===== src/rtl/core/two_pole_lowpass_multichannel_macros.svh =====
// assertion macros for the two-pole low-pass filter block
// expects clk and rst_n in the scope of each use
`ifndef TWO_POLE_LOWPASS_MULTICHANNEL_MACROS_SVH
`define TWO_POLE_LOWPASS_MULTICHANNEL_MACROS_SVH

// same-cycle implication
`define TPLP_ASSERT_IMPL(label, pre, post) \
    label: assert property (@(posedge clk) disable iff (!rst_n) (pre) |-> (post)) \
        else $error("tplp assertion failed");

// next-cycle implication
`define TPLP_ASSERT_NEXT(label, pre, post) \
    label: assert property (@(posedge clk) disable iff (!rst_n) (pre) |=> (post)) \
        else $error("tplp assertion failed");

`endif


===== src/rtl/core/tplp_pkg.sv =====
`timescale 1ns / 1ps
// shared types, widths, codes and saturation helpers of the two-pole low-pass filter
// no dependencies
package tplp_pkg;

    localparam int CHANNELS    = 8;
    localparam int SAMPLE_W    = 16;
    localparam int HIST_W      = SAMPLE_W + 8;
    localparam int CHAN_W      = 3;
    localparam int SUM_W       = 18;
    localparam int PROD_W      = 17;
    localparam int CIU_W       = 4;
    localparam int GAIN_W      = 20;
    localparam int CFG_DATA_W  = 18;
    localparam int REG_IDX_W   = 2;

    localparam int XQ_SH       = 8;
    localparam int ROUND_SH    = 16;
    localparam int OUT_SH      = 8;
    localparam int PROD_GX_W   = GAIN_W + SAMPLE_W;
    localparam int PROD_SY_W   = SUM_W + 1 + HIST_W;
    localparam int PROD_PY_W   = PROD_W + 1 + HIST_W;
    localparam int ACC_W       = PROD_SY_W + 3;
    localparam int HIST_WIDE_W = ACC_W - ROUND_SH;
    localparam int OUT_WIDE_W  = HIST_W + 1 - OUT_SH;

    localparam logic [SUM_W-1:0]         COEF_SUM_RST  = SUM_W'(118599);
    localparam logic [PROD_W-1:0]        COEF_PROD_RST = PROD_W'(53656);
    localparam logic [CIU_W-1:0]         CIU_RST       = CIU_W'(1);
    localparam logic signed [GAIN_W-1:0] GAIN_ONE      = GAIN_W'(65536);
    localparam logic signed [GAIN_W-1:0] GAIN_RST      =
        GAIN_ONE - GAIN_W'(COEF_SUM_RST) + GAIN_W'(COEF_PROD_RST);
    localparam logic signed [ACC_W-1:0]  ACC_HALF      = ACC_W'(1) << (ROUND_SH - 1);
    localparam logic signed [HIST_W:0]   HIST_HALF     = (HIST_W + 1)'(1) << (OUT_SH - 1);
    localparam logic [CIU_W-1:0]         CH_LIMIT      = CIU_W'(CHANNELS);

    typedef enum logic [0:0] {
        OP_SAMPLE = 1'b0,
        OP_CLEAR  = 1'b1
    } opcode_t;

    typedef enum logic [0:0] {
        STATUS_OK          = 1'b0,
        STATUS_BAD_CHANNEL = 1'b1
    } status_t;

    typedef enum logic [REG_IDX_W-1:0] {
        REG_COEF_SUM        = 2'd0,
        REG_COEF_PROD       = 2'd1,
        REG_CHANNELS_IN_USE = 2'd2
    } reg_index_t;

    typedef struct packed {
        logic [SUM_W-1:0]         coef_sum;
        logic [PROD_W-1:0]        coef_prod;
        logic [CIU_W-1:0]         channels_in_use;
        logic signed [GAIN_W-1:0] gain;
    } tplp_cfg_t;

    typedef struct packed {
        logic [HIST_W-1:0] prior;
        logic [HIST_W-1:0] older;
    } hist_pair_t;

    function automatic logic [HIST_W-1:0] sat_hist(input logic [HIST_WIDE_W-1:0] v);
        logic [HIST_WIDE_W-HIST_W:0] upper;
        upper = v[HIST_WIDE_W-1:HIST_W-1];
        if (upper == '0 || upper == '1)
        begin
            return v[HIST_W-1:0];
        end
        return v[HIST_WIDE_W-1] ? {1'b1, {(HIST_W - 1){1'b0}}}
                                : {1'b0, {(HIST_W - 1){1'b1}}};
    endfunction

    function automatic logic [SAMPLE_W-1:0] sat_sample(input logic [OUT_WIDE_W-1:0] v);
        logic [OUT_WIDE_W-SAMPLE_W:0] upper;
        upper = v[OUT_WIDE_W-1:SAMPLE_W-1];
        if (upper == '0 || upper == '1)
        begin
            return v[SAMPLE_W-1:0];
        end
        return v[OUT_WIDE_W-1] ? {1'b1, {(SAMPLE_W - 1){1'b0}}}
                               : {1'b0, {(SAMPLE_W - 1){1'b1}}};
    endfunction

endpackage


===== src/rtl/core/tplp_intf.sv =====
`timescale 1ns / 1ps
// valid/ready channel interfaces: sample items, results, register writes
// depends on tplp_pkg
interface tplp_item_if import tplp_pkg::*; ();
    logic                       valid;
    logic                       ready;
    opcode_t                    opcode;
    logic [CHAN_W-1:0]          channel;
    logic signed [SAMPLE_W-1:0] sample;

    modport source (output valid, opcode, channel, sample, input ready);
    modport sink   (input valid, opcode, channel, sample, output ready);
endinterface

interface tplp_result_if import tplp_pkg::*; ();
    logic                       valid;
    logic                       ready;
    logic signed [SAMPLE_W-1:0] filtered_value;
    status_t                    status;
    logic [CHAN_W-1:0]          channel_echo;

    modport source (output valid, filtered_value, status, channel_echo, input ready);
    modport sink   (input valid, filtered_value, status, channel_echo, output ready);
endinterface

interface tplp_cfg_if import tplp_pkg::*; ();
    logic                  valid;
    logic                  ready;
    logic [REG_IDX_W-1:0]  index;
    logic [CFG_DATA_W-1:0] data;

    modport source (output valid, index, data, input ready);
    modport sink   (input valid, index, data, output ready);
endinterface


===== src/rtl/core/two_pole_lowpass_multichannel.sv =====
`timescale 1ns / 1ps
// Multichannel two-pole low-pass filter, y = (1 - s + p)*x + s*y1 - p*y2 per channel.
// Each channel's last two outputs live in one history memory with a registered
// read; an item reads it when accepted, forms the three products in the next
// cycle in the products stage, then sums, rounds and saturates in the accumulate
// stage, which writes the history back and loads the result register. Items on
// different channels are taken one per cycle while the output is not stalled. A
// sample for the same channel as the sample right before it waits while that
// sample is in the products stage, because the new output must pass through the
// products stage before it can feed the next one. A clear takes effect in order
// through per-channel valid bits; no clearing pass is needed. A result waiting
// on the output holds the input back only once both stages behind it are full,
// or for a sample on the channel still in the accumulate stage.
// Depends on tplp_pkg, tplp_intf, tplp_cfg_regs and the macros header.
`include "two_pole_lowpass_multichannel_macros.svh"

module two_pole_lowpass_multichannel import tplp_pkg::*;
(
    input  logic          clk,
    input  logic          rst_n,
    tplp_item_if.sink     item,
    tplp_result_if.source result,
    tplp_cfg_if.sink      cfg
);

    tplp_cfg_t regs;

    tplp_cfg_regs u_cfg_regs (
        .clk   (clk),
        .rst_n (rst_n),
        .cfg   (cfg),
        .regs  (regs)
    );

    // history memory
    hist_pair_t hist_mem [CHANNELS];
    hist_pair_t rd_data_reg;
    hist_pair_t wr_data;
    logic       mem_we;

    logic [CHANNELS-1:0] valid_reg;
    logic [CHANNELS-1:0] valid_next;
    logic                fwd_hit_reg;
    hist_pair_t          fwd_data_reg;

    // read stage
    logic                       s1_valid_reg;
    opcode_t                    s1_op_reg;
    logic [CHAN_W-1:0]          s1_ch_reg;
    logic signed [SAMPLE_W-1:0] s1_x_reg;
    logic                       s1_err_reg;
    logic                       s1_wr;
    hist_pair_t                 hist_sel;
    logic signed [PROD_GX_W-1:0] prod_gx;
    logic signed [PROD_SY_W-1:0] prod_sy;
    logic signed [PROD_PY_W-1:0] prod_py;

    // accumulate stage
    logic                        s2_valid_reg;
    opcode_t                     s2_op_reg;
    logic [CHAN_W-1:0]           s2_ch_reg;
    logic                        s2_err_reg;
    logic                        s2_wr;
    logic [HIST_W-1:0]           s2_prior_reg;
    logic signed [PROD_GX_W-1:0] s2_gx_reg;
    logic signed [PROD_SY_W-1:0] s2_sy_reg;
    logic signed [PROD_PY_W-1:0] s2_py_reg;
    logic signed [PROD_GX_W+XQ_SH-1:0] gx_term;
    logic signed [ACC_W-1:0]     acc;
    logic [HIST_W-1:0]           hist_new;
    logic signed [HIST_W:0]      out_sum;
    logic [SAMPLE_W-1:0]         y_sat;

    // result register
    logic                        out_valid_reg;
    logic [SAMPLE_W-1:0]         out_value_reg;
    status_t                     out_status_reg;
    logic [CHAN_W-1:0]           out_ch_reg;

    logic en_out;
    logic en_s2;
    logic en_s1;
    logic hazard;
    logic accept;
    logic in_err;
    logic s1_live_wr;
    logic s2_live_wr;
    logic clear_go;

    assign en_out = !out_valid_reg || result.ready;
    assign en_s2  = !s2_valid_reg || en_out;
    assign en_s1  = !s1_valid_reg || en_s2;

    assign s1_wr = (s1_op_reg == OP_SAMPLE) && !s1_err_reg;
    assign s2_wr = (s2_op_reg == OP_SAMPLE) && !s2_err_reg;

    assign s1_live_wr = s1_valid_reg && s1_wr;
    assign s2_live_wr = s2_valid_reg && s2_wr;
    assign clear_go   = s2_valid_reg && en_out && (s2_op_reg == OP_CLEAR);

    // same channel still in the products stage, or history not yet written back
    assign hazard = (item.opcode == OP_SAMPLE)
                 && ((s1_live_wr && (s1_ch_reg == item.channel))
                  || (s2_live_wr && (s2_ch_reg == item.channel) && !en_out));

    assign item.ready = en_s1 && !hazard;
    assign accept     = item.valid && item.ready;

    assign in_err = (item.opcode == OP_SAMPLE)
                 && (({1'b0, item.channel} >= regs.channels_in_use)
                  || ({1'b0, item.channel} >= CH_LIMIT));

    assign mem_we = s2_live_wr && en_out;

    // memory ports
    always_ff @(posedge clk)
    begin
        if (accept)
        begin
            rd_data_reg <= hist_mem[item.channel];
        end
    end

    always_ff @(posedge clk)
    begin
        if (mem_we)
        begin
            hist_mem[s2_ch_reg] <= wr_data;
        end
    end

    always_comb
    begin
        valid_next = valid_reg;
        if (clear_go)
        begin
            valid_next = '0;
        end
        else if (mem_we)
        begin
            valid_next[s2_ch_reg] = 1'b1;
        end
    end

    // products stage
    always_comb
    begin
        if (s2_valid_reg && (s2_op_reg == OP_CLEAR))
        begin
            hist_sel = '0;
        end
        else if (fwd_hit_reg)
        begin
            hist_sel = fwd_data_reg;
        end
        else if (valid_reg[s1_ch_reg])
        begin
            hist_sel = rd_data_reg;
        end
        else
        begin
            hist_sel = '0;
        end
    end

    assign prod_gx = PROD_GX_W'(regs.gain) * PROD_GX_W'(s1_x_reg);
    assign prod_sy = PROD_SY_W'($signed({1'b0, regs.coef_sum}))
                   * PROD_SY_W'($signed(hist_sel.prior));
    assign prod_py = PROD_PY_W'($signed({1'b0, regs.coef_prod}))
                   * PROD_PY_W'($signed(hist_sel.older));

    // accumulate, round and saturate
    assign gx_term  = $signed({s2_gx_reg, {XQ_SH{1'b0}}});
    assign acc      = ACC_W'(gx_term) + ACC_W'(s2_sy_reg) - ACC_W'(s2_py_reg) + ACC_HALF;
    assign hist_new = sat_hist(acc[ACC_W-1:ROUND_SH]);
    assign out_sum  = $signed({hist_new[HIST_W-1], hist_new}) + HIST_HALF;
    assign y_sat    = sat_sample(out_sum[HIST_W:OUT_SH]);

    assign wr_data.prior = hist_new;
    assign wr_data.older = s2_prior_reg;

    // control state
    always_ff @(posedge clk or negedge rst_n)
    begin
        if (!rst_n)
        begin
            valid_reg     <= '0;
            fwd_hit_reg   <= 1'b0;
            s1_valid_reg  <= 1'b0;
            s2_valid_reg  <= 1'b0;
            out_valid_reg <= 1'b0;
        end
        else
        begin
            valid_reg <= valid_next;
            if (accept)
            begin
                fwd_hit_reg <= mem_we && (s2_ch_reg == item.channel);
            end
            if (en_s1)
            begin
                s1_valid_reg <= accept;
            end
            if (en_s2)
            begin
                s2_valid_reg <= s1_valid_reg;
            end
            if (en_out)
            begin
                out_valid_reg <= s2_valid_reg;
            end
        end
    end

    // payload
    always_ff @(posedge clk)
    begin
        if (accept)
        begin
            fwd_data_reg <= wr_data;
            s1_op_reg    <= item.opcode;
            s1_ch_reg    <= item.channel;
            s1_x_reg     <= item.sample;
            s1_err_reg   <= in_err;
        end
        if (en_s2 && s1_valid_reg)
        begin
            s2_op_reg    <= s1_op_reg;
            s2_ch_reg    <= s1_ch_reg;
            s2_err_reg   <= s1_err_reg;
            s2_prior_reg <= hist_sel.prior;
            s2_gx_reg    <= prod_gx;
            s2_sy_reg    <= prod_sy;
            s2_py_reg    <= prod_py;
        end
        if (en_out && s2_valid_reg)
        begin
            out_value_reg  <= s2_wr ? y_sat : '0;
            out_status_reg <= s2_err_reg ? STATUS_BAD_CHANNEL : STATUS_OK;
            out_ch_reg     <= s2_ch_reg;
        end
    end

    assign result.valid          = out_valid_reg;
    assign result.filtered_value = $signed(out_value_reg);
    assign result.status         = out_status_reg;
    assign result.channel_echo   = out_ch_reg;

    `TPLP_ASSERT_IMPL(a_no_dual_writer, s1_live_wr && s2_live_wr, s1_ch_reg != s2_ch_reg)
    `TPLP_ASSERT_NEXT(a_clear_empties, clear_go, valid_reg == '0)
    `TPLP_ASSERT_NEXT(a_s2_reaches_out, s2_valid_reg && en_out, result.valid)

endmodule


===== src/rtl/core/tplp_cfg_regs.sv =====
`timescale 1ns / 1ps
// configuration registers of the filter, with the input gain kept precomputed
// depends on tplp_pkg and tplp_intf
module tplp_cfg_regs import tplp_pkg::*;
(
    input  logic       clk,
    input  logic       rst_n,
    tplp_cfg_if.sink   cfg,
    output tplp_cfg_t  regs
);

    logic [SUM_W-1:0]         coef_sum_reg;
    logic [SUM_W-1:0]         coef_sum_next;
    logic [PROD_W-1:0]        coef_prod_reg;
    logic [PROD_W-1:0]        coef_prod_next;
    logic [CIU_W-1:0]         ciu_reg;
    logic [CIU_W-1:0]         ciu_next;
    logic signed [GAIN_W-1:0] gain_reg;
    logic signed [GAIN_W-1:0] gain_next;
    logic                     wr_en;

    assign cfg.ready = 1'b1;
    assign wr_en     = cfg.valid && cfg.ready;

    always_comb
    begin
        coef_sum_next  = coef_sum_reg;
        coef_prod_next = coef_prod_reg;
        ciu_next       = ciu_reg;
        gain_next      = gain_reg;
        if (wr_en)
        begin
            case (reg_index_t'(cfg.index))
                REG_COEF_SUM:
                begin
                    coef_sum_next = cfg.data[SUM_W-1:0];
                    gain_next     = GAIN_ONE - GAIN_W'(cfg.data[SUM_W-1:0])
                                  + GAIN_W'(coef_prod_reg);
                end
                REG_COEF_PROD:
                begin
                    coef_prod_next = cfg.data[PROD_W-1:0];
                    gain_next      = GAIN_ONE - GAIN_W'(coef_sum_reg)
                                   + GAIN_W'(cfg.data[PROD_W-1:0]);
                end
                REG_CHANNELS_IN_USE:
                begin
                    ciu_next = cfg.data[CIU_W-1:0];
                end
                default:
                begin
                    ciu_next = ciu_reg;
                end
            endcase
        end
    end

    always_ff @(posedge clk or negedge rst_n)
    begin
        if (!rst_n)
        begin
            coef_sum_reg  <= COEF_SUM_RST;
            coef_prod_reg <= COEF_PROD_RST;
            ciu_reg       <= CIU_RST;
            gain_reg      <= GAIN_RST;
        end
        else
        begin
            coef_sum_reg  <= coef_sum_next;
            coef_prod_reg <= coef_prod_next;
            ciu_reg       <= ciu_next;
            gain_reg      <= gain_next;
        end
    end

    assign regs.coef_sum        = coef_sum_reg;
    assign regs.coef_prod       = coef_prod_reg;
    assign regs.channels_in_use = ciu_reg;
    assign regs.gain            = gain_reg;

endmodule


===== src/flat_wrapper.sv =====
// flat-port wrapper written by rule: the top's interface ports become plain ports
module two_pole_lowpass_multichannel_flat import tplp_pkg::*;
  (clk, rst_n, item_valid, item_opcode, item_channel, item_sample, item_ready, result_valid, result_filtered_value, result_status, result_channel_echo, result_ready, cfg_valid, cfg_index, cfg_data, cfg_ready);
  tplp_item_if item_i ();
  tplp_result_if result_i ();
  tplp_cfg_if cfg_i ();
  input  logic clk;
  input  logic rst_n;
  input wire logic [$bits(item_i.valid)-1:0] item_valid;
  input wire logic [$bits(item_i.opcode)-1:0] item_opcode;
  input wire logic [$bits(item_i.channel)-1:0] item_channel;
  input wire logic [$bits(item_i.sample)-1:0] item_sample;
  output wire logic [$bits(item_i.ready)-1:0] item_ready;
  output wire logic [$bits(result_i.valid)-1:0] result_valid;
  output wire logic [$bits(result_i.filtered_value)-1:0] result_filtered_value;
  output wire logic [$bits(result_i.status)-1:0] result_status;
  output wire logic [$bits(result_i.channel_echo)-1:0] result_channel_echo;
  input wire logic [$bits(result_i.ready)-1:0] result_ready;
  input wire logic [$bits(cfg_i.valid)-1:0] cfg_valid;
  input wire logic [$bits(cfg_i.index)-1:0] cfg_index;
  input wire logic [$bits(cfg_i.data)-1:0] cfg_data;
  output wire logic [$bits(cfg_i.ready)-1:0] cfg_ready;
  assign item_i.valid = item_valid;
  assign item_i.opcode = item_opcode;
  assign item_i.channel = item_channel;
  assign item_i.sample = item_sample;
  assign item_ready = item_i.ready;
  assign result_valid = result_i.valid;
  assign result_filtered_value = result_i.filtered_value;
  assign result_status = result_i.status;
  assign result_channel_echo = result_i.channel_echo;
  assign result_i.ready = result_ready;
  assign cfg_i.valid = cfg_valid;
  assign cfg_i.index = cfg_index;
  assign cfg_i.data = cfg_data;
  assign cfg_ready = cfg_i.ready;
  two_pole_lowpass_multichannel u_core (.clk(clk), .rst_n(rst_n), .item(item_i), .result(result_i), .cfg(cfg_i));
endmodule

===== config.mk =====
export PLATFORM = sky130hd
export DESIGN_NAME = two_pole_lowpass_multichannel_flat
export DESIGN_NICKNAME = d
export VERILOG_FILES = /design/src/rtl/core/tplp_pkg.sv /design/src/rtl/core/tplp_intf.sv /design/src/rtl/core/two_pole_lowpass_multichannel.sv /design/src/rtl/core/tplp_cfg_regs.sv /design/src/flat_wrapper.sv
export VERILOG_INCLUDE_DIRS = /design/src /design/src/rtl/core
export SDC_FILE = /design/constraint.sdc
export NUM_CORES = 2
export LEC_CHECK = 0
export ABC_CLOCK_PERIOD_IN_PS = 13200
export BUFFER_PORTS_ARGS = -buffer_cell sky130_fd_sc_hd__buf_2
export CAP_MARGIN = 0
export CORE_MARGIN = 1.5
export CORE_UTILIZATION = 40
export CTS_BUF_LIST = sky130_fd_sc_hd__clkbuf_16
export CTS_CLUSTER_SIZE = 20
export DETAILED_ROUTE_END_ITERATION = 12
export GPL_TIMING_DRIVEN = 0
export PLACE_DENSITY_LB_ADDON = 0.12
export SYNTH_ARGS = -nofsm -noshare
export SYNTH_HDL_FRONTEND = slang
export SYNTH_SLANG_ARGS = --single-unit

===== constraint.sdc =====
create_clock -name clk -period 13.2 [get_ports clk]
set_input_delay 1.32 -clock clk [delete_from_list [all_inputs] [get_ports clk]]
set_output_delay 1.32 -clock clk [all_outputs]
set_load 0.005 [all_outputs]

==> qor.txt <==
Mapped Area: 75700 sq um
Hold Crit Class: flip-flop to flip-flop
final slew viol count: 0
ys async rst share: 0.0957
Reg area: 22000 sq um
WL/cell: 23.6 um
drc violations: 12
predominant post-synthesis flop cell: edfxtp_1
most frequent cell on the critical path: fa_1
number of fill cells: 17900
commonest non-fill, non-tap cell in the layout: inv_1
port bufs: 66
Seq/Total Area, Yosys: 0.290
CP max-delay cell: clkdlybuf4s15_1
crit path capture type: flip-flop
Worst Skew: 0.0573 ns
worst r2r src: u_core.s1_ch_reg[0]
DIE AREA: 192000 sq um
vias post-DR: 49400
Yosys warnings: 0
Yosys reg bits: 742
Reg2Reg Setup Slack: 0.42 ns
area delta synth->final: 9.18%
via density per instance: 5.09
CTS tree: built
number of synthesized flops with an enable pin: 671
maximum clock insertion buffer count: 3
status: complete, but fails checks
Num Clock Sinks: 742
Initial Utilization: 0.403
failing checks: design-rule violations
Fmax achieved: 78.3 MHz
global-route wire length before repair: 349 mm
pin count of the biggest net entering global routing: 75
grt total ovfl: 0
max reg flops: 384
Gate Count Post-Synth: 6939
Worst-Skew Late Latency: 0.70 ns
H-Tree Depth: 3
Worst Hold Launch: u_core.s1_err_reg
CTS root buf: clkbuf_16
Pre-antenna DRT Iters: 11
cell count of the worst reg-to-reg path: 35
Post-Syn Nets: 8605
crit-path max cell delay: 0.81 ns
Fin. Hold Viols: 0
critical path peak fanout: 10
max-cap violation count: 0
die extent in x: 438 um
Layout Nets: 8799
global-route usage over all layers: 0.246
Req. time, crit path: 13.60 ns
most frequent cells in the layout: inv_1, fa_1, nand2_1, edfxtp_1, and2_1
Syn Area/Cell: 10.9 sq um
Final setup violation count: 0
row count: 159
hold depth: 0
Hold EP: u_core.s2_err_reg
clock transition at the registers of the reported paths: 0.06 ns
unrepaired setup endpoints after global routing: no
R2R Path End: u_core.s2_py_reg[41]
core area: 188000 sq um
GPL Wtd Cong: 0.908
final wirelength: 229 mm
Multi-input gate area: 47000 sq um
Post-DP HPWL: 186 mm
antenna violations before repair: 27
TritonCTS Buffers: 80
Arrival @ worst endpoint: 13.18 ns
Final ANT Viol Nets: 0
slew margin rel.: 0.0362
height of the die: 438 um
proportion of layout cells with a drive suffix above 1: 0.0694
IO Pins: 68
vias in the first global route: 53200
post-route minimum period: 12.78 ns
crit path kind: flip-flop to flip-flop
drt initial violations: 3350
worst-margin pin slew: 1.43 ns
Final Cycle Share: 0.968
Yosys cell types: 97
Layout Utilization: 0.440
startpoint types: flip-flop
[layout make-up]
cell class / instances / share of cell area
antenna: 15 / 0.000454
clock inverter: 62 / 0.00746
clock buffer: 81 / 0.0245
timing repair buffer: 112 / 0.0124
buffer: 267 / 0.0126
multi-input combinational: 4361 / 0.568
inverter: 1569 / 0.0713
sequential: 742 / 0.266
tap: 2495 / 0.0378
[per-layer routing]
metal  share of wire  vias up  GRT usage
li1                -    22100          -
met1            0.45    25800      0.348
met2            0.47     1225      0.402
met5         0.00032        -          0
met3           0.048      244     0.0257
met4           0.028       10     0.0671
[through the flow]
step | setup slack (ns) | TNS, ns | cells | hold slack (ns) | area [sq um]
detailed placement | -0.153 | -0.167 | 9546 | 0.442 | 79900
CTS | 0.00515 | 0 | 9689 | 0.464 | 82600
global route | 0.0491 | 0 | 9695 | 0.484 | 82600
global placement | -0.150 | -0.222 | 9500 | 0.444 | 79200
finish | 0.421 | 0 | 9704 | 0.467 | 82700
floorplan | 4.34 | 0 | 6939 | 0.428 | 75700
[worst max-delay path, delay by kind of cell (launching register included)]
kind	cells	cell delay, ns
xor gates and xnor gates	1	0.54
adders and majority gates	7	3.38
muxes	2	0.55
and+or+nand+nor	7	1.86
buffers and inverters	8	2.43
DFF	1	0.49
AOI/OAI and AO/OA	10	3.21
[cells in the mapped netlist (all sizes together) (81+ instances only)]
| cell type | number | area (sq um) |
|---|---|---|
| nand2 | 717 | 2700 |
| nor2 | 189 | 709 |
| a21oi | 148 | 752 |
| nor3 | 81 | 422 |
| edfxtp | 671 | 20100 |
| fa | 1186 | 23700 |
| and2 | 572 | 3580 |
| o21ai | 114 | 574 |
| inv | 1568 | 5890 |
| xnor2 | 169 | 1490 |
| mux4 | 98 | 2210 |
| ha | 435 | 5440 |
| clkbuf | 242 | 910 |
[cells by family (layout without fill, tap and decap cells)]
group / Yosys count / count (layout) / share of synthesized area
AO/OA/AOI/OAI: 572 / 572 / 0.0508
AND/OR/NAND/NOR: 1772 / 1772 / 0.116
other: 1 / 16 / 0.0000495
multiplexers: 177 / 177 / 0.0408
flip-flops: 742 / 742 / 0.290
XOR/XNOR: 218 / 218 / 0.0253
buffers and inverters: 1836 / 2091 / 0.0914
adder cells (fa/ha/maj): 1621 / 1621 / 0.385
[timing repair]
| item | 4_1_cts | 5_1_grt |
|---|---|---|
| gates resized for setup | 5 | 5 |
| buffers inserted | 0 | 0 |
| setup endpoints to repair | 2 | 2 |
| hold buffers | 0 | 0 |
[worst max path at each step]
stage / from / end / slack, ns / cells after the start
6_report: u_core.s1_ch_reg[0] / u_core.s2_py_reg[41] / 0.42 / 35
5_1_grt: u_core.s1_ch_reg[0] / u_core.s2_py_reg[41] / 0.05 / 35
4_1_cts: u_core.s1_ch_reg[0] / u_core.s2_py_reg[41] / 0.005 / 35
3_5_place_dp: u_core.s1_ch_reg[0] / u_core.s2_py_reg[41] / -0.15 / 33
3_3_place_gp: u_core.s1_ch_reg[0] / u_core.s2_py_reg[41] / -0.15 / 33
2_1_floorplan: result_ready / u_core.s2_ch_reg[0] / 4.34 / 3
Power is left out: the tool's default activity adds up to more than one toggle a clock period on the data nets, which glitch-free logic cannot reach.
